[config.mk]
export PLATFORM = sky130hd
export DESIGN_NAME = escape_rle_byte_decoder_flat
export DESIGN_NICKNAME = d
export VERILOG_FILES = /design/src/rtl/core/erbd_pkg.sv /design/src/rtl/core/erbd_if.sv /design/src/rtl/core/erbd_in_stage.sv /design/src/rtl/core/erbd_parser.sv /design/src/rtl/core/erbd_out_stage.sv /design/src/rtl/core/escape_rle_byte_decoder.sv /design/src/flat_wrapper.sv
export VERILOG_INCLUDE_DIRS = /design/src /design/src/rtl/core
export SDC_FILE = /design/constraint.sdc
export NUM_CORES = 1
export LEC_CHECK = 0
export BUFFER_PORTS_ARGS = -buffer_cell sky130_fd_sc_hd__buf_2
export CELL_PAD_IN_SITES_DETAIL_PLACEMENT = 1
export CELL_PAD_IN_SITES_GLOBAL_PLACEMENT = 1
export CORE_MARGIN = 2
export CORE_UTILIZATION = 45
export CTS_CLUSTER_DIAMETER = 40
export DETAILED_ROUTE_END_ITERATION = 10
export MAX_ROUTING_LAYER = met4
export PLACE_DENSITY = 0.81
export SLEW_MARGIN = 20
export SYNTH_ARGS = -nofsm -noshare
export SYNTH_HDL_FRONTEND = slang
export SYNTH_SLANG_ARGS = --single-unit
[constraint.sdc]
create_clock -name clk_i -period 6.3 [get_ports clk_i]
set_input_delay 0.945 -clock clk_i [delete_from_list [all_inputs] [get_ports clk_i]]
set_output_delay 0.945 -clock clk_i [all_outputs]
set_load 0.01 [all_outputs]
[src/rtl/core/escape_rle_byte_decoder_macros.svh]
// Assertion helpers used by the decoder's parser module.
// Each expects clk_i and rst_ni to be visible where it is used.
`ifndef ESCAPE_RLE_BYTE_DECODER_MACROS_SVH
`define ESCAPE_RLE_BYTE_DECODER_MACROS_SVH

// Consequent holds in the same cycle as the antecedent.
`define ERBD_ASSERT_SAME(label, ante, cons, msg) \
  label: assert property (@(posedge clk_i) disable iff (!rst_ni) (ante) |-> (cons)) \
    else $error(msg);

// Consequent holds in the cycle after the antecedent.
`define ERBD_ASSERT_NEXT(label, ante, cons, msg) \
  label: assert property (@(posedge clk_i) disable iff (!rst_ni) (ante) |=> (cons)) \
    else $error(msg);

`endif

[src/rtl/core/erbd_pkg.sv]
package erbd_pkg;

  localparam int unsigned ByteW  = 8;
  localparam int unsigned CountW = 16;
  localparam int unsigned TotalW = 21;

  localparam logic [ByteW-1:0]  EscCode   = 8'hC0;
  localparam logic [ByteW-1:0]  ShortMask = 8'h3F;
  localparam logic [TotalW-1:0] CapReset  = 21'd1024;

  typedef enum logic [1:0] {
    StatusOk       = 2'd0,
    StatusTruncate = 2'd1,
    StatusOverflow = 2'd2
  } status_e;

  typedef struct packed {
    logic [ByteW-1:0] in_byte;
    logic             in_last;
  } in_word_t;

  typedef struct packed {
    logic [ByteW-1:0]  run_value;
    logic [CountW-1:0] run_length;
    logic [TotalW-1:0] total_length;
    status_e           status;
    logic              end_of_stream;
  } res_word_t;

endpackage

[src/rtl/core/erbd_if.sv]
interface erbd_in_if;
  logic                         valid;
  logic                         ready;
  logic [erbd_pkg::ByteW-1:0]   in_byte;
  logic                         in_last;

  modport source (output valid, output in_byte, output in_last, input ready);
  modport sink   (input valid, input in_byte, input in_last, output ready);
endinterface

interface erbd_out_if;
  logic                         valid;
  logic                         ready;
  logic [erbd_pkg::ByteW-1:0]   run_value;
  logic [erbd_pkg::CountW-1:0]  run_length;
  logic [erbd_pkg::TotalW-1:0]  total_length;
  logic [1:0]                   status;
  logic                         end_of_stream;

  modport source (output valid, output run_value, output run_length, output total_length,
                  output status, output end_of_stream, input ready);
  modport sink   (input valid, input run_value, input run_length, input total_length,
                  input status, input end_of_stream, output ready);
endinterface

interface erbd_cfg_if;
  logic                         valid;
  logic                         ready;
  logic [erbd_pkg::TotalW-1:0]  data;

  modport source (output valid, output data, input ready);
  modport sink   (input valid, input data, output ready);
endinterface

[src/rtl/core/erbd_in_stage.sv]
module erbd_in_stage (
  input  logic               clk_i,
  input  logic               rst_ni,
  input  logic               valid_i,
  output logic               ready_o,
  input  erbd_pkg::in_word_t word_i,
  input  logic               adv_i,
  output logic               vld_o,
  output erbd_pkg::in_word_t word_o
);

  logic               vld_q;
  erbd_pkg::in_word_t word_q;

  // The held word moves on whenever the result register can take its outcome.
  assign ready_o = !vld_q || adv_i;

  always_ff @(posedge clk_i or negedge rst_ni) begin
    if (!rst_ni) begin
      vld_q <= 1'b0;
    end else if (ready_o) begin
      vld_q <= valid_i;
    end
  end

  always_ff @(posedge clk_i) begin
    if (ready_o && valid_i) begin
      word_q <= word_i;
    end
  end

  assign vld_o  = vld_q;
  assign word_o = word_q;

endmodule

[src/rtl/core/erbd_parser.sv]
`include "escape_rle_byte_decoder_macros.svh"

module erbd_parser (
  input  logic                          clk_i,
  input  logic                          rst_ni,
  input  logic                          cfg_we_i,
  input  logic [erbd_pkg::TotalW-1:0]   cfg_data_i,
  input  logic                          step_i,
  input  erbd_pkg::in_word_t            word_i,
  output logic                          res_vld_o,
  output erbd_pkg::res_word_t           res_o
);

  localparam logic [2:0] PhIdle     = 3'd0;
  localparam logic [2:0] PhShortVal = 3'd1;
  localparam logic [2:0] PhLongLo   = 3'd2;
  localparam logic [2:0] PhLongHi   = 3'd3;
  localparam logic [2:0] PhLongVal  = 3'd4;

  logic [2:0]                  phase_q, phase_d;
  logic [erbd_pkg::CountW-1:0] count_q, count_d;
  logic [erbd_pkg::TotalW-1:0] total_q, total_d;
  logic                        drain_q, drain_d;
  logic [erbd_pkg::TotalW-1:0] cap_q;

  logic                        run_go;
  logic [erbd_pkg::CountW-1:0] run_len;
  logic                        trunc;
  logic [erbd_pkg::TotalW:0]   sum;
  logic                        full;
  logic [erbd_pkg::ByteW-1:0]  b;
  logic                        last;

  assign b    = word_i.in_byte;
  assign last = word_i.in_last;

  always_comb begin
    phase_d   = phase_q;
    count_d   = count_q;
    total_d   = total_q;
    drain_d   = drain_q;
    run_go    = 1'b0;
    run_len   = count_q;
    trunc     = 1'b0;
    res_vld_o = 1'b0;
    res_o     = '0;
    sum       = '0;
    full      = 1'b0;

    if (drain_q) begin
      // Everything up to the end of the stream is swallowed.
      if (last) begin
        drain_d = 1'b0;
        phase_d = PhIdle;
        count_d = '0;
        total_d = '0;
      end
    end else begin
      case (phase_q)
        PhShortVal, PhLongVal: begin
          phase_d = PhIdle;
          run_go  = 1'b1;
        end
        PhLongLo: begin
          count_d = {{(erbd_pkg::CountW-erbd_pkg::ByteW){1'b0}}, b};
          phase_d = PhLongHi;
          trunc   = last;
        end
        PhLongHi: begin
          count_d = {b, count_q[erbd_pkg::ByteW-1:0]};
          phase_d = PhLongVal;
          trunc   = last;
        end
        default: begin
          phase_d = PhIdle;
          if (b < erbd_pkg::EscCode) begin
            run_go  = 1'b1;
            run_len = {{(erbd_pkg::CountW-1){1'b0}}, 1'b1};
          end else if (b == erbd_pkg::EscCode) begin
            count_d = '0;
            phase_d = PhLongLo;
            trunc   = last;
          end else begin
            count_d = {{(erbd_pkg::CountW-erbd_pkg::ByteW){1'b0}}, b & erbd_pkg::ShortMask};
            phase_d = PhShortVal;
            trunc   = last;
          end
        end
      endcase

      if (run_go) begin
        sum = {1'b0, total_q} + {{(erbd_pkg::TotalW+1-erbd_pkg::CountW){1'b0}}, run_len};
        res_vld_o        = 1'b1;
        res_o.run_value  = b;
        res_o.run_length = run_len;
        if (sum > {1'b0, cap_q}) begin
          // The run does not fit: report it without adding it to the total.
          res_o.total_length  = total_q;
          res_o.status        = erbd_pkg::StatusOverflow;
          res_o.end_of_stream = 1'b1;
          drain_d             = 1'b1;
        end else begin
          total_d             = sum[erbd_pkg::TotalW-1:0];
          full                = total_d >= cap_q;
          res_o.total_length  = total_d;
          res_o.status        = erbd_pkg::StatusOk;
          res_o.end_of_stream = last || full;
          drain_d             = full;
        end
      end else if (trunc) begin
        res_vld_o           = 1'b1;
        res_o.total_length  = total_q;
        res_o.status        = erbd_pkg::StatusTruncate;
        res_o.end_of_stream = 1'b1;
      end

      if (last) begin
        phase_d = PhIdle;
        count_d = '0;
        total_d = '0;
        drain_d = 1'b0;
      end
    end

    if (!step_i) begin
      res_vld_o = 1'b0;
    end
  end

  always_ff @(posedge clk_i or negedge rst_ni) begin
    if (!rst_ni) begin
      phase_q <= PhIdle;
      count_q <= '0;
      total_q <= '0;
      drain_q <= 1'b0;
    end else if (step_i) begin
      phase_q <= phase_d;
      count_q <= count_d;
      total_q <= total_d;
      drain_q <= drain_d;
    end
  end

  always_ff @(posedge clk_i or negedge rst_ni) begin
    if (!rst_ni) begin
      cap_q <= erbd_pkg::CapReset;
    end else if (cfg_we_i) begin
      cap_q <= cfg_data_i;
    end
  end

  `ERBD_ASSERT_NEXT(a_last_clears, step_i && word_i.in_last, phase_q == PhIdle && total_q == '0 && !drain_q, "stream state not cleared after final word")
  `ERBD_ASSERT_SAME(a_drain_idle, drain_q, phase_q == PhIdle, "draining while mid-escape")
  `ERBD_ASSERT_SAME(a_trunc_shape, res_vld_o && res_o.status == erbd_pkg::StatusTruncate, res_o.end_of_stream && res_o.run_length == '0 && res_o.run_value == '0, "malformed truncation result")
  `ERBD_ASSERT_NEXT(a_drain_entry, step_i && res_vld_o && res_o.status == erbd_pkg::StatusOverflow && !word_i.in_last, drain_q, "overflow did not start draining")

endmodule

[src/rtl/core/erbd_out_stage.sv]
module erbd_out_stage (
  input  logic                clk_i,
  input  logic                rst_ni,
  input  logic                res_vld_i,
  input  erbd_pkg::res_word_t res_i,
  output logic                adv_o,
  output logic                valid_o,
  input  logic                ready_i,
  output erbd_pkg::res_word_t res_o
);

  logic                vld_q;
  erbd_pkg::res_word_t res_q;

  // A new result may enter when the register is empty or being emptied.
  assign adv_o = !vld_q || ready_i;

  always_ff @(posedge clk_i or negedge rst_ni) begin
    if (!rst_ni) begin
      vld_q <= 1'b0;
    end else if (adv_o) begin
      vld_q <= res_vld_i;
    end
  end

  always_ff @(posedge clk_i) begin
    if (adv_o && res_vld_i) begin
      res_q <= res_i;
    end
  end

  assign valid_o = vld_q;
  assign res_o   = res_q;

endmodule

[src/rtl/core/escape_rle_byte_decoder.sv]
// Escape-coded run-length decoder. Each compressed byte word entering on in_i yields at
// most one run descriptor on out_o: bytes below 0xC0 are literal runs of one, bytes above
// 0xC0 carry a six-bit count for the following value byte, and 0xC0 is followed by a
// 16-bit little-endian count and the value. The block takes one byte every cycle while
// the output side does not stall; a word is held in the input register and its result
// is then registered in the result register. The input side's ready follows the output
// side's ready combinationally through those two registers. The capacity register is
// written through cfg_i, which is always ready, and must only change while no stream
// word is in flight.
module escape_rle_byte_decoder (
  input  logic       clk_i,
  input  logic       rst_ni,
  erbd_in_if.sink    in_i,
  erbd_out_if.source out_o,
  erbd_cfg_if.sink   cfg_i
);

  erbd_pkg::in_word_t  in_word;
  erbd_pkg::in_word_t  held_word;
  erbd_pkg::res_word_t res;
  erbd_pkg::res_word_t out_word;
  logic                held_vld;
  logic                adv;
  logic                res_vld;

  assign in_word.in_byte = in_i.in_byte;
  assign in_word.in_last = in_i.in_last;
  assign cfg_i.ready     = 1'b1;

  erbd_in_stage u_in (
    .clk_i   (clk_i),
    .rst_ni  (rst_ni),
    .valid_i (in_i.valid),
    .ready_o (in_i.ready),
    .word_i  (in_word),
    .adv_i   (adv),
    .vld_o   (held_vld),
    .word_o  (held_word)
  );

  erbd_parser u_parse (
    .clk_i      (clk_i),
    .rst_ni     (rst_ni),
    .cfg_we_i   (cfg_i.valid),
    .cfg_data_i (cfg_i.data),
    .step_i     (held_vld && adv),
    .word_i     (held_word),
    .res_vld_o  (res_vld),
    .res_o      (res)
  );

  erbd_out_stage u_out (
    .clk_i     (clk_i),
    .rst_ni    (rst_ni),
    .res_vld_i (res_vld),
    .res_i     (res),
    .adv_o     (adv),
    .valid_o   (out_o.valid),
    .ready_i   (out_o.ready),
    .res_o     (out_word)
  );

  assign out_o.run_value     = out_word.run_value;
  assign out_o.run_length    = out_word.run_length;
  assign out_o.total_length  = out_word.total_length;
  assign out_o.status        = out_word.status;
  assign out_o.end_of_stream = out_word.end_of_stream;

endmodule
[src/flat_wrapper.sv]
// flat-port wrapper written by rule: the top's interface ports become plain ports
module escape_rle_byte_decoder_flat 
  (clk_i, rst_ni, in_i_valid, in_i_in_byte, in_i_in_last, in_i_ready, out_o_valid, out_o_run_value, out_o_run_length, out_o_total_length, out_o_status, out_o_end_of_stream, out_o_ready, cfg_i_valid, cfg_i_data, cfg_i_ready);
  erbd_in_if in_i_i ();
  erbd_out_if out_o_i ();
  erbd_cfg_if cfg_i_i ();
  input  logic clk_i;
  input  logic rst_ni;
  input wire logic [$bits(in_i_i.valid)-1:0] in_i_valid;
  input wire logic [$bits(in_i_i.in_byte)-1:0] in_i_in_byte;
  input wire logic [$bits(in_i_i.in_last)-1:0] in_i_in_last;
  output wire logic [$bits(in_i_i.ready)-1:0] in_i_ready;
  output wire logic [$bits(out_o_i.valid)-1:0] out_o_valid;
  output wire logic [$bits(out_o_i.run_value)-1:0] out_o_run_value;
  output wire logic [$bits(out_o_i.run_length)-1:0] out_o_run_length;
  output wire logic [$bits(out_o_i.total_length)-1:0] out_o_total_length;
  output wire logic [$bits(out_o_i.status)-1:0] out_o_status;
  output wire logic [$bits(out_o_i.end_of_stream)-1:0] out_o_end_of_stream;
  input wire logic [$bits(out_o_i.ready)-1:0] out_o_ready;
  input wire logic [$bits(cfg_i_i.valid)-1:0] cfg_i_valid;
  input wire logic [$bits(cfg_i_i.data)-1:0] cfg_i_data;
  output wire logic [$bits(cfg_i_i.ready)-1:0] cfg_i_ready;
  assign in_i_i.valid = in_i_valid;
  assign in_i_i.in_byte = in_i_in_byte;
  assign in_i_i.in_last = in_i_in_last;
  assign in_i_ready = in_i_i.ready;
  assign out_o_valid = out_o_i.valid;
  assign out_o_run_value = out_o_i.run_value;
  assign out_o_run_length = out_o_i.run_length;
  assign out_o_total_length = out_o_i.total_length;
  assign out_o_status = out_o_i.status;
  assign out_o_end_of_stream = out_o_i.end_of_stream;
  assign out_o_i.ready = out_o_ready;
  assign cfg_i_i.valid = cfg_i_valid;
  assign cfg_i_i.data = cfg_i_data;
  assign cfg_i_ready = cfg_i_i.ready;
  escape_rle_byte_decoder u_core (.clk_i(clk_i), .rst_ni(rst_ni), .in_i(in_i_i), .out_o(out_o_i), .cfg_i(cfg_i_i));
endmodule
==> run metrics, run 1 <==
status finished, final reports clean; TritonCTS clock tree done; gr ovfl total 0; Setup crit start kind flop; Critical Path End Type flop; clock-pin slew on the worst setup and hold paths approximately 0.050 ns; Core Box Area 13830 µm²; register area 3314 µm²; VDD IR max 0.2708 mV; CTS buffer count 17; Comb power frac 29.7%; clock skew 0.008105 ns; most frequent cell after synthesis nand2_1; Die Area 15010 µm²; hold slack around 0.49 ns; antenna viol nets, final 0; drt pass-1 iters 4; insertion delay to the later sink of the worst-skew pair 0.42 ns; P_sw 1.034 mW; register area share after synthesis 52.43%; Synth top area share roughly 27%; drt wl/cell 19.41 µm; Residual DRC 0; CTS max path bufs 2; flop2flop setup slack around 0.52 ns; gpl congestion 0.8942; Worst EP required 6.60 ns; Fin. Hold Viols 0; Layout Utilization 53.77%; post-DP HPWL 12.11 mm; 1st-iter DRT viols 250; Main synth FF type dfrtp_1; Post-CTS Repair Setup Buffers 0; mapped cell area ~6300 µm²; die width 122.5 µm; Slew Viols, Final 0; internal power 1.931 mW; Leakage 3.439 nW; Setup Viol. Count Final 0; largest net degree at the start of global routing 65; FP Rows 43; WL final 16.96 mm; crit path cell chain nor2_1 -> xnor2_1 -> a21oi_1 -> or2_2 -> ha_1 -> fa_1 -> a211oi_1 -> o211ai_1 -> a211oi_1 -> o21ai_0 -> and3_1 -> xnor2_1 -> ha_1 -> a21oi_1 -> o21ai_0 -> a2bb2oi_1 -> a31o_2 -> a311oi_4 -> o21ai_4 -> a22o_1; crit path time final 5.782 ns; area delta synth->final 17.62%; Distinct cells, synth 57; EDFF count, synth 57; Die Ht 122.5 µm; first-pass GRT wire length 27.76 mm; signal arrival time at the worst endpoint 6.08 ns; Post-Synthesis Cells around 600; vias in the first global route 5435; Slowest cell on crit path dfrtp_1; fmax 173.0 MHz; Max Cap Viol 0; clk root buf clkbuf_16; Crit Path Max Fanout 17; Flop pwr share about two fifths; layout cells sized above 1 17.72%; Async S/R FF share, synth between 50% and 60%; Worst Hold Class flop to flop; list of most frequent post-synthesis cells nand2_1 (75), dfrtp_1 (63), edfxtp_1 (57); kind of critical path flop to flop; Slew Limit Headroom a little under a third; top cells by area, synth edfxtp_1 (27%), dfrtp_1 (25%), ha_1 (7.9%), a22o_1 (4.7%), nand2_1 (4.5%); P per Cell Area 398.8 nW/µm²; via/cell ratio 5.670; Slew @ Worst Pin around 1.0 ns; RSZ-0062 raised after global routing no; Vias 4956; setup TNS 0 ns; CP peak stage delay roughly 0.47 ns; Syn Area/Cell 10.52 µm²; Sw Ratio 34.87%; gr usage total 25.11%; biggest area consumer among synthesized cells edfxtp_1; Ports 86; ANT cells 0; Clk pwr share between 30% and 40%; #FFs+latches synth 121; port bufs 84; Initial Util 45.72%; fillcell total 1522; H-tree depth 4; Final nets approximately 760; multi-input logic area around 2800 µm²; clock tree sinks 121; initial antenna violation count 0; share of the clock period used by the worst path about nine tenths; syn_nets 677; Yosys warnings 0
[stage by stage]
step / total power, mW / worst slack (ns) / area (µm²) / std cells
after floorplan: 1.716 / 1.065 / 6321 / 601
after global placement: 2.007 / 0.5620 / 6879 / 842
after detailed placement: 2.054 / 0.4704 / 6879 / 842
after CTS: 2.984 / 0.3900 / 7426 / 874
after global routing: 3.133 / 0.06561 / 7435 / 874
final: 2.965 / 0.5183 / 7435 / 874
[worst max-delay path: cells and delay by family (launching register included)]
kind | cells | cell delay (ns)
flops | 1 | 0.47
xor+xnor | 2 | 0.32
compound gates | 12 | 3.09
fa+ha+maj | 3 | 0.93
simple gates | 3 | 0.81
[final timing paths]
path / from / to / cells after the start
worst min-delay path: u_core.u_parse.count_q[0] / u_core.u_parse.count_q[0] / 2
worst min register to register: u_core.u_parse.count_q[0] / u_core.u_parse.count_q[0] / 2
worst max register to register: u_core.u_parse.phase_q[1] / u_core.u_parse.total_q[2] / 20
min in group asynchronous: rst_ni / u_core.u_parse.cap_q[3] / 2
max in group asynchronous: rst_ni / u_core.u_parse.count_q[4] / 2
worst max-delay path: u_core.u_parse.phase_q[1] / u_core.u_parse.total_q[2] / 20
[power by group through the flow]
stage | Clock (mW) | Combinational, mW | Sequential (mW)
floorplan | 0 | 0.535 | 1.18
global placement | 0 | 0.834 | 1.17
detailed placement | 0 | 0.873 | 1.18
CTS | 0.930 | 0.885 | 1.17
global route | 0.962 | 0.981 | 1.19
finish | 0.917 | 0.880 | 1.17
[kinds of logic after synthesis]
| logic type | Yosys count | share of synthesized area, % |
|---|---|---|
| compound gates | 166 | 17.91 |
| xor+xnor | 19 | 2.633 |
| fa+ha+maj | 42 | 8.393 |
| buf+inv | 59 | 3.840 |
| flops | 121 | 52.43 |
| mux | 1 | 0.1781 |
| other cells | 1 | 0.05933 |
| simple gates | 192 | 14.55 |
[layout by cell type (no fill, tap or decap), types with 27 or more instances in the layout]
cell / synthesis / layout
o21ai_0: 49 / 49
inv_1: 32 / 31
buf_2: 5 / 84
a22o_1: 34 / 34
dfrtp_1: 63 / 63
nand2_1: 75 / 75
a21oi_1: 29 / 29
nor2_1: 30 / 30
edfxtp_1: 57 / 57
ha_1: 40 / 40
and2_1: 27 / 27
[metal layers]
layer	GRT usage, %	up-vias	share of wire, %
met3	5.158	32	3.2
met1	28.33	2507	42
met5	-	-	0
met2	43.30	103	52
li1	-	2314	-
met4	10.63	0	2.3
[final cells by class]
type,count,share of cell area (%)
clock inverters,11,1.430
flip-flops and latches,121,44.58
repair buffers,88,6.059
well taps,180,3.029
multi-input cells,421,37.36
clock buffers,21,5.924
inverters,32,1.616
[sequential cells by signal, indices dropped and copies added (netlist names), 3 cells and up]
signal and count:
u_core.u_in.word_o 9, u_core.u_out.res_o 48, u_core.u_parse.cap_q 21, u_core.u_parse.count_q 16, u_core.u_parse.phase_q 3, u_core.u_parse.total_q 21
[what timing repair did]
item                                   in CTS  in global routing
setup endpoints to repair                   0                 18
hold buffers                                0                  0
gates resized for setup                     0                  2
endpoints found under the hold margin       0                  0
(Power assumes the default switching activity.)
==> inputs of run 2 (changes only) <==
==> constraint.sdc (replaced) <==
create_clock -name clk_i -period 6 [get_ports clk_i]
set_input_delay 0.9 -clock clk_i [delete_from_list [all_inputs] [get_ports clk_i]]
set_output_delay 0.9 -clock clk_i [all_outputs]
set_load 0.01 [all_outputs]
==> run 2 against run 1 <==
Net effect: routed wire length increased by 0.73%; sequential share of layout area decreased by 0.65 points; clock-buffer cell count increased by 1; non-clock buffer count increased by 3; core utilization increased by 0.80 points; combinational power increased by 7.8%; design area increased by 1.5%; power increased by 9.7%.
==> run metrics, run 2 (same netlist as run 1, synthesis figures left out) <==
Layout Utilization 54.57% (+0.80 points); FP Rows 43 (unchanged); Layout Cells excl Fill 877 (+0.34%); flop2flop setup slack 0.44 ns (-0.08 ns); met3 Use GR 4.647% (-0.51 points); WL final 17.08 mm (+0.73%); signal arrival time at the worst endpoint 5.91 ns (-0.17 ns); Final nets 760 (+0.40%); Initial Util 45.72% (unchanged); VDD IR max 0.2461 mV (-9.1%); Slew @ Worst Pin 1.137 ns (+0.09816 ns); Fin. Hold Viols 0 (unchanged); initial antenna violation count 0 (unchanged); insertion delay to the later sink of the worst-skew pair 0.42 ns (about the same); Setup crit start u_core.u_parse.phase_q[1]; GR met1 Demand/Resource 28.74% (+0.42 points); setup TNS 0 ns (unchanged); multi-input logic area 2794 µm² (+0.59%); Leakage 3.499 nW (+1.8%); grt peak-use layer met2; gr usage total 24.85% (-0.26 points); most frequent cells in the layout buf_2 (84), nand2_1 (75), dfrtp_1 (63), edfxtp_1 (57), o21ai_0 (48); first-pass GRT wire length 27.43 mm (-1.2%); die width 122.5 µm (unchanged); drt pass-1 iters 4 (unchanged); clock-pin slew on the worst setup and hold paths 0.06 ns (about the same); Slew Limit Headroom 23.60% (-6.7 points); clk root buf clkbuf_16; share of the clock period used by the worst path 92.73% (+0.95 points); clock skew 0.009323 ns (+0.001218 ns); area delta synth->final 19.36%; clock tree sinks 121 (unchanged); Core Box Area 13830 µm² (unchanged); layout cells sized above 1 19.08% (+1.4 points); ANT cells 0 (unchanged); Cell Area, Placed 6894 µm² (+0.22%); Residual DRC 0 (unchanged); crit path to u_core.u_parse.total_q[8]; gpl congestion 0.9083 (+1.6%); reg2reg start u_core.u_parse.phase_q[1]; CTS max path bufs 2 (unchanged); Slew Viols, Final 0 (unchanged); antenna viol nets, final 0 (unchanged); H-tree depth 4 (unchanged); Final Cell Area 7545 µm² (+1.5%); post-DP HPWL 11.81 mm (-2.5%); Die Area 15010 µm² (unchanged); Die Ht 122.5 µm (unchanged); status finished, final reports clean; register area 3314 µm² (unchanged); fmax 179.7 MHz (+3.9%); Critical Path End Type flop; Worst EP required 6.35 ns (-0.25 ns); Setup crit start kind flop; RSZ-0062 raised after global routing no; TritonCTS clock tree done; via/cell ratio 5.717 (+0.82%); Vias 5014 (+1.2%); gr ovfl total 0 (unchanged); Setup Viol. Count Final 0 (unchanged); Ports 86 (unchanged); commonest non-fill, non-tap cell in the layout buf_2; max reg flops 48 (unchanged); DP Cell Count 844 (+0.24%); GR Util met2 42.26% (-1.0 points); CTS buffer count 17 (unchanged); worst r2r path cells 22 (+10%); kind of critical path flop to flop; crit path time final 5.564 ns (-0.2182 ns); fillcell total 1524 (+0.13%); Worst Hold Class flop to flop; Crit Path Max Fanout 14 (-3); Crit Reg-Reg Endpoint u_core.u_parse.total_q[8]; largest net degree at the start of global routing 65 (unchanged); drt wl/cell 19.48 µm (+0.38%); 1st-iter DRT viols 257 (+2.8%); hold_buf cts 0 (unchanged); vias in the first global route 5374 (-1.1%); port bufs 84 (unchanged); Max Cap Viol 0 (unchanged); P per Cell Area 430.9 nW/µm² (+8.0%)
## run 2: changes by cell type in the layout (fill, tap and decap cells not counted), sizes merged
cell	change
clkbuf	+1
bufinv	+2
buf	+3
inv	-1
clkinvlp	-2
## run 2: how the worst min path moves through the flow
stage,startpoint,end,slack (ns),depth (start not counted)
2_1_floorplan,u_core.u_parse.count_q[0],u_core.u_parse.count_q[0],0.44,2
3_3_place_gp,u_core.u_parse.count_q[0],u_core.u_parse.count_q[0],0.46,2
3_5_place_dp,u_core.u_parse.count_q[0],u_core.u_parse.count_q[0],0.49,2
4_1_cts,u_core.u_parse.count_q[4],u_core.u_parse.count_q[4],0.52,2
5_1_grt,u_core.u_parse.count_q[4],u_core.u_parse.count_q[4],0.54,2
6_report,u_core.u_parse.count_q[4],u_core.u_parse.count_q[4],0.51,2
## run 2: layer usage
layer	wire length (µm)	share of wire, %	vias to the layer above
met2	8986	53	122
met3	699	4.1	31
li1	-	-	2333
met1	7007	41	2528
met5	0	0	-
met4	390	2.3	0
## run 2: timing repair
item,4_1_cts,5_1_grt
resized for setup,1,6
pin swaps,0,1
endpoints found under the setup margin,18,45
setup buffers,0,1
## run 2: per-stage QoR
step / power (mW) / setup WS [ns] / hold WS (ns)
global route: 3.413 / 0.01677 / 0.5402
finish: 3.251 / 0.4364 / 0.5090
CTS: 3.256 / 0.03021 / 0.5215
floorplan: 1.801 / 0.7650 / 0.4425
detailed placement: 2.158 / 0.01545 / 0.4943
global placement: 2.103 / 0.3049 / 0.4634
## run 2: cell type report
type                    count  share of cell area [%]
inverters                  32                   1.609
multi-input cells         421                   37.03
clock inverters            10                   1.973
well taps                 180                   2.985
repair buffers             91                   6.318
clock buffers              22                   6.153
flip-flops and latches    121                   43.93
## run 2: power by group
group          total [mW]  leakage (nW)  switching (mW)  internal, mW
Combinational       0.949          1.80           0.613         0.337
Clock                1.07         0.305           0.362         0.711
Sequential           1.23          1.40           0.127          1.10
Total                3.25          3.50            1.10          2.15
## run 2: worst max-delay path, stage by stage, from the launching register on
cell,delay [ns]
dfrtp_1,0.46
nor2_1,0.15
xnor2_1,0.15
a21oi_2,0.12
or2_2,0.32
ha_1,0.22
fa_1,0.43
a211oi_1,0.29
o211ai_1,0.21
a211oi_2,0.37
o21ai_2,0.16
and3_1,0.25
xnor2_1,0.15
ha_1,0.31
a21oi_1,0.17
o21ai_0,0.15
a2bb2oi_1,0.18
a31o_2,0.27
a311oi_4,0.38
buf_6,0.24
and2_0,0.14
buf_4,0.21
a22o_1,0.17
==> inputs of run 3 (changes only) <==
--- a/config.mk
+++ b/config.mk
@@ -14,8 +14,9 @@
 export CTS_CLUSTER_DIAMETER = 40
 export DETAILED_ROUTE_END_ITERATION = 10
 export MAX_ROUTING_LAYER = met4
-export PLACE_DENSITY = 0.81
+export PLACE_DENSITY = 0.82
 export SLEW_MARGIN = 20
 export SYNTH_ARGS = -nofsm -noshare
 export SYNTH_HDL_FRONTEND = slang
+export SYNTH_HIERARCHICAL = 1
 export SYNTH_SLANG_ARGS = --single-unit
==> run 3 against run 2 <==
Net effect: combinational power fell by 37%; first-iteration DRC count increased by 23%; non-clock buffer count grew 6; synthesized cell count grew 13%; synthesized area up 6.6%; sequential share of layout area decreased by 2.2 points.
==> run metrics, run 3 <==
Async S/R FF share, synth 52.89% (unchanged); Initial Util 46.17% (+0.46 points); Slew Viols, Final 0 (unchanged); kind of critical path flop to flop; drt pass-1 iters 4 (unchanged); CTS max path bufs 2 (unchanged); Yosys warnings 6 (+6); Met1 Wirelength 8.709 mm (+24%); H-tree depth 4 (unchanged); Slew Limit Headroom 28.35% (+4.7 points); Critical Path End Type flop; 1st-iter DRT viols 316 (+23%); top sig layer met4; largest net degree at the start of global routing 65 (unchanged); Ports 86 (unchanged); Power, Total 2.596 mW (-20%); Slowest cell on crit path ha_1; #FFs+latches synth 121 (unchanged); list of most frequent post-synthesis cells nand2_1 (94), dfrtp_1 (63), inv_1 (59); RSZ-0062 raised after global routing no; fmax 178.1 MHz (-0.91%); Die Ht 126.4 µm (+3.1%); Setup crit start kind flop; first-pass GRT wire length 32.25 mm (+18%); DP Cell Count 928 (+10%); largest family of logic cells by synthesized area simple AND/OR/NAND/NOR gates; Post-Synthesis Cells 681 (+13%); top cells by area, synth edfxtp_1 (25%), dfrtp_1 (23%), ha_1 (7.2%), nand2_1 (5.2%), o21ai_0 (4.1%); met3 routed WL 624 µm (-11%); P per Cell Area 326.7 nW/µm² (-24%); setup TNS 0 ns (unchanged); Setup Viol. Count Final 0 (unchanged); Residual DRC 0 (unchanged); max reg flops 48 (unchanged); hold_buf cts 0 (unchanged); share of the clock period used by the worst path 93.57% (+0.85 points); layout cells sized above 1 20.64% (+1.6 points); area delta synth->final 17.94%; Worst Path Buf+Inv 4 (+2); clock-pin slew on the worst setup and hold paths 0.06 ns (about the same); commonest non-fill, non-tap cell in the layout nand2_1; VDD IR max 0.2040 mV (-17%); Worst EP required 6.30 ns (-0.05 ns); Placement Setup Slack -0.07413 ns (-0.08958 ns); clock skew 0.007809 ns (-0.001514 ns); hold slack 0.5362 ns (+0.02721 ns); syn_nets 756 (+12%); crit path cell chain nand2_1 -> inv_1 -> nor2_2 -> buf_4 -> nor2b_1 -> ha_1 -> nand4_1 -> nor3_2 -> o2111ai_2 -> a211oi_2 -> nor2_1 -> or2_2 -> ha_1 -> nand4_1 -> nor2_1 -> inv_1 -> o221ai_2 -> a211oi_4 -> buf_12 -> nor2_8 -> mux2_1; drt wl/cell 20.67 µm (+6.1%); insertion delay to the later sink of the worst-skew pair 0.43 ns (about the same); mux contribution to synthesized area 2.470% (+2.3 points); initial antenna violation count 0 (unchanged); post-DP HPWL 14.29 mm (+21%); biggest area consumer among synthesized cells edfxtp_1; CTS buffer count 17 (unchanged); Syn Area/Cell 9.892 µm² (-5.9%); simple-gate share of the synthesized area 17.76% (+3.2 points); Vias 5509 (+9.9%); EDFF count, synth 57 (unchanged); FP Rows 44 (+2.3%); Leakage 3.527 nW (+0.79%); Distinct cells, synth 68 (+19%); clk root buf clkbuf_16; DR WL met2 10.16 mm (+13%); gr ovfl total 0 (unchanged); mapped cell area 6736 µm² (+6.6%); Crit Path Max Fanout 17 (+3); crit path time final 5.614 ns (+0.05089 ns); CP peak stage delay 0.48 ns (+0.02 ns); Final nets 842 (+11%); xor and xnor area share after synthesis 1.950% (-0.68 points); antenna viol nets, final 0 (unchanged); Max Cap Viol 0 (unchanged); die width 126.4 µm (+3.1%); post-synthesis adder-cell area fraction 7.541% (-0.85 points); via/cell ratio 5.715 (about the same); delay-heaviest family, CP simple AND/OR/NAND/NOR gates; TritonCTS clock tree done; register area share after synthesis 49.20% (-3.2 points); most frequent cell after synthesis nand2_1; compound-gate portion of the synthesized area 15.58% (-2.3 points); Fin. Hold Viols 0 (unchanged); ANT cells 0 (unchanged); Core Box Area 14590 µm² (+5.5%); WL final 19.92 mm (+17%); gr usage total 26.88% (+2.0 points); gpl congestion 0.9439 (+3.9%); clock tree sinks 121 (unchanged); Layout Cells excl Fill 964 (+9.9%); port bufs 84 (unchanged); Slew @ Worst Pin 1.075 ns (-0.06241 ns); Synth top area share 25.41% (-1.7 points); final setup margin 0.3856 ns (-0.05089 ns); Die Area 15960 µm² (+6.3%); Worst Hold Class flop to flop; signal arrival time at the worst endpoint 5.92 ns (about the same); status finished, final reports clean; most frequent cells in the layout nand2_1 (94), buf_2 (84), dfrtp_1 (63), inv_1 (59), edfxtp_1 (57); vias in the first global route 6034 (+12%); Main synth FF type dfrtp_1
==> run 3: cell types whose count changed after synthesis, moves of 9 or more <==
cell and delta:
nand2_1 +19, and2_1 -15, o21ai_1 +9, a22o_1 -22
nand3_1 +9, mux2i_1 +11, inv_1 +27
==> run 3: path summary, 6_finish.rpt <==
path | start | endpoint | slack, ns | cells after the start
max in group asynchronous | rst_ni | u_core/u_parse/count_q[1] | 4.77 | 2
hold / removal | u_core/u_parse/total_q[19] | u_core/u_parse/total_q[19] | 0.54 | 1
setup reg to reg | u_core/u_in/word_o[7] | u_core/u_parse/total_q[10] | 0.39 | 21
min in group asynchronous | rst_ni | u_core/u_parse/cap_q[18] | 0.67 | 2
setup / recovery | u_core/u_in/word_o[7] | u_core/u_parse/total_q[10] | 0.39 | 21
hold reg to reg | u_core/u_parse/total_q[19] | u_core/u_parse/total_q[19] | 0.54 | 1
==> run 3: per-stage QoR <==
step                instance area (µm²)  util, %
detailed placement                 7315    50.14
finish                             7945    54.46
CTS                                7883    54.03
global route                       7945    54.46
floorplan                          6736        -
global placement                   7315    50.14
==> run 3: logic make-up after synthesis <==
| group | count (synthesis) |
|---|---|
| other | 1 |
| xor gates and xnor gates | 15 |
| DFF | 121 |
| adders and majority gates | 40 |
| buffers and inverters | 89 |
| muxes | 16 |
| AOI/OAI and AO/OA | 158 |
| and+or+nand+nor | 241 |
==> run 3: report_power, final <==
| part | internal [mW] | total, mW | switching, mW |
|---|---|---|---|
| Combinational | 0.218 | 0.596 | 0.379 |
| Clock | 0.570 | 0.965 | 0.395 |
| Sequential | 0.985 | 1.03 | 0.0490 |
==> run 3: layout make-up <==
cell class | instances | area [µm²]
fill | 1625 | 6644
sequential | 121 | 3314
multi-input combinational | 471 | 3098
timing repair buffer | 97 | 530.5
clock buffer | 18 | 429.2
tap | 184 | 230.2
inverter | 59 | 221.5
clock inverter | 14 | 121.4
==> run 3: what timing repair did <==
action | 4_1_cts | 5_1_grt
gates resized for setup | 3 | 3
setup buffers | 0 | 4
endpoints found under the hold margin | 0 | 0
pin swaps | 0 | 2
endpoints found under the setup margin | 12 | 44
==> run 3: metal layers <==
layer / vias to the layer above / track usage [%]
met2: 127 / 44.92
li1: 2569 / -
met5: - / -
met3: 40 / 5.272
met1: 2773 / 32.89
met4: 0 / 8.791
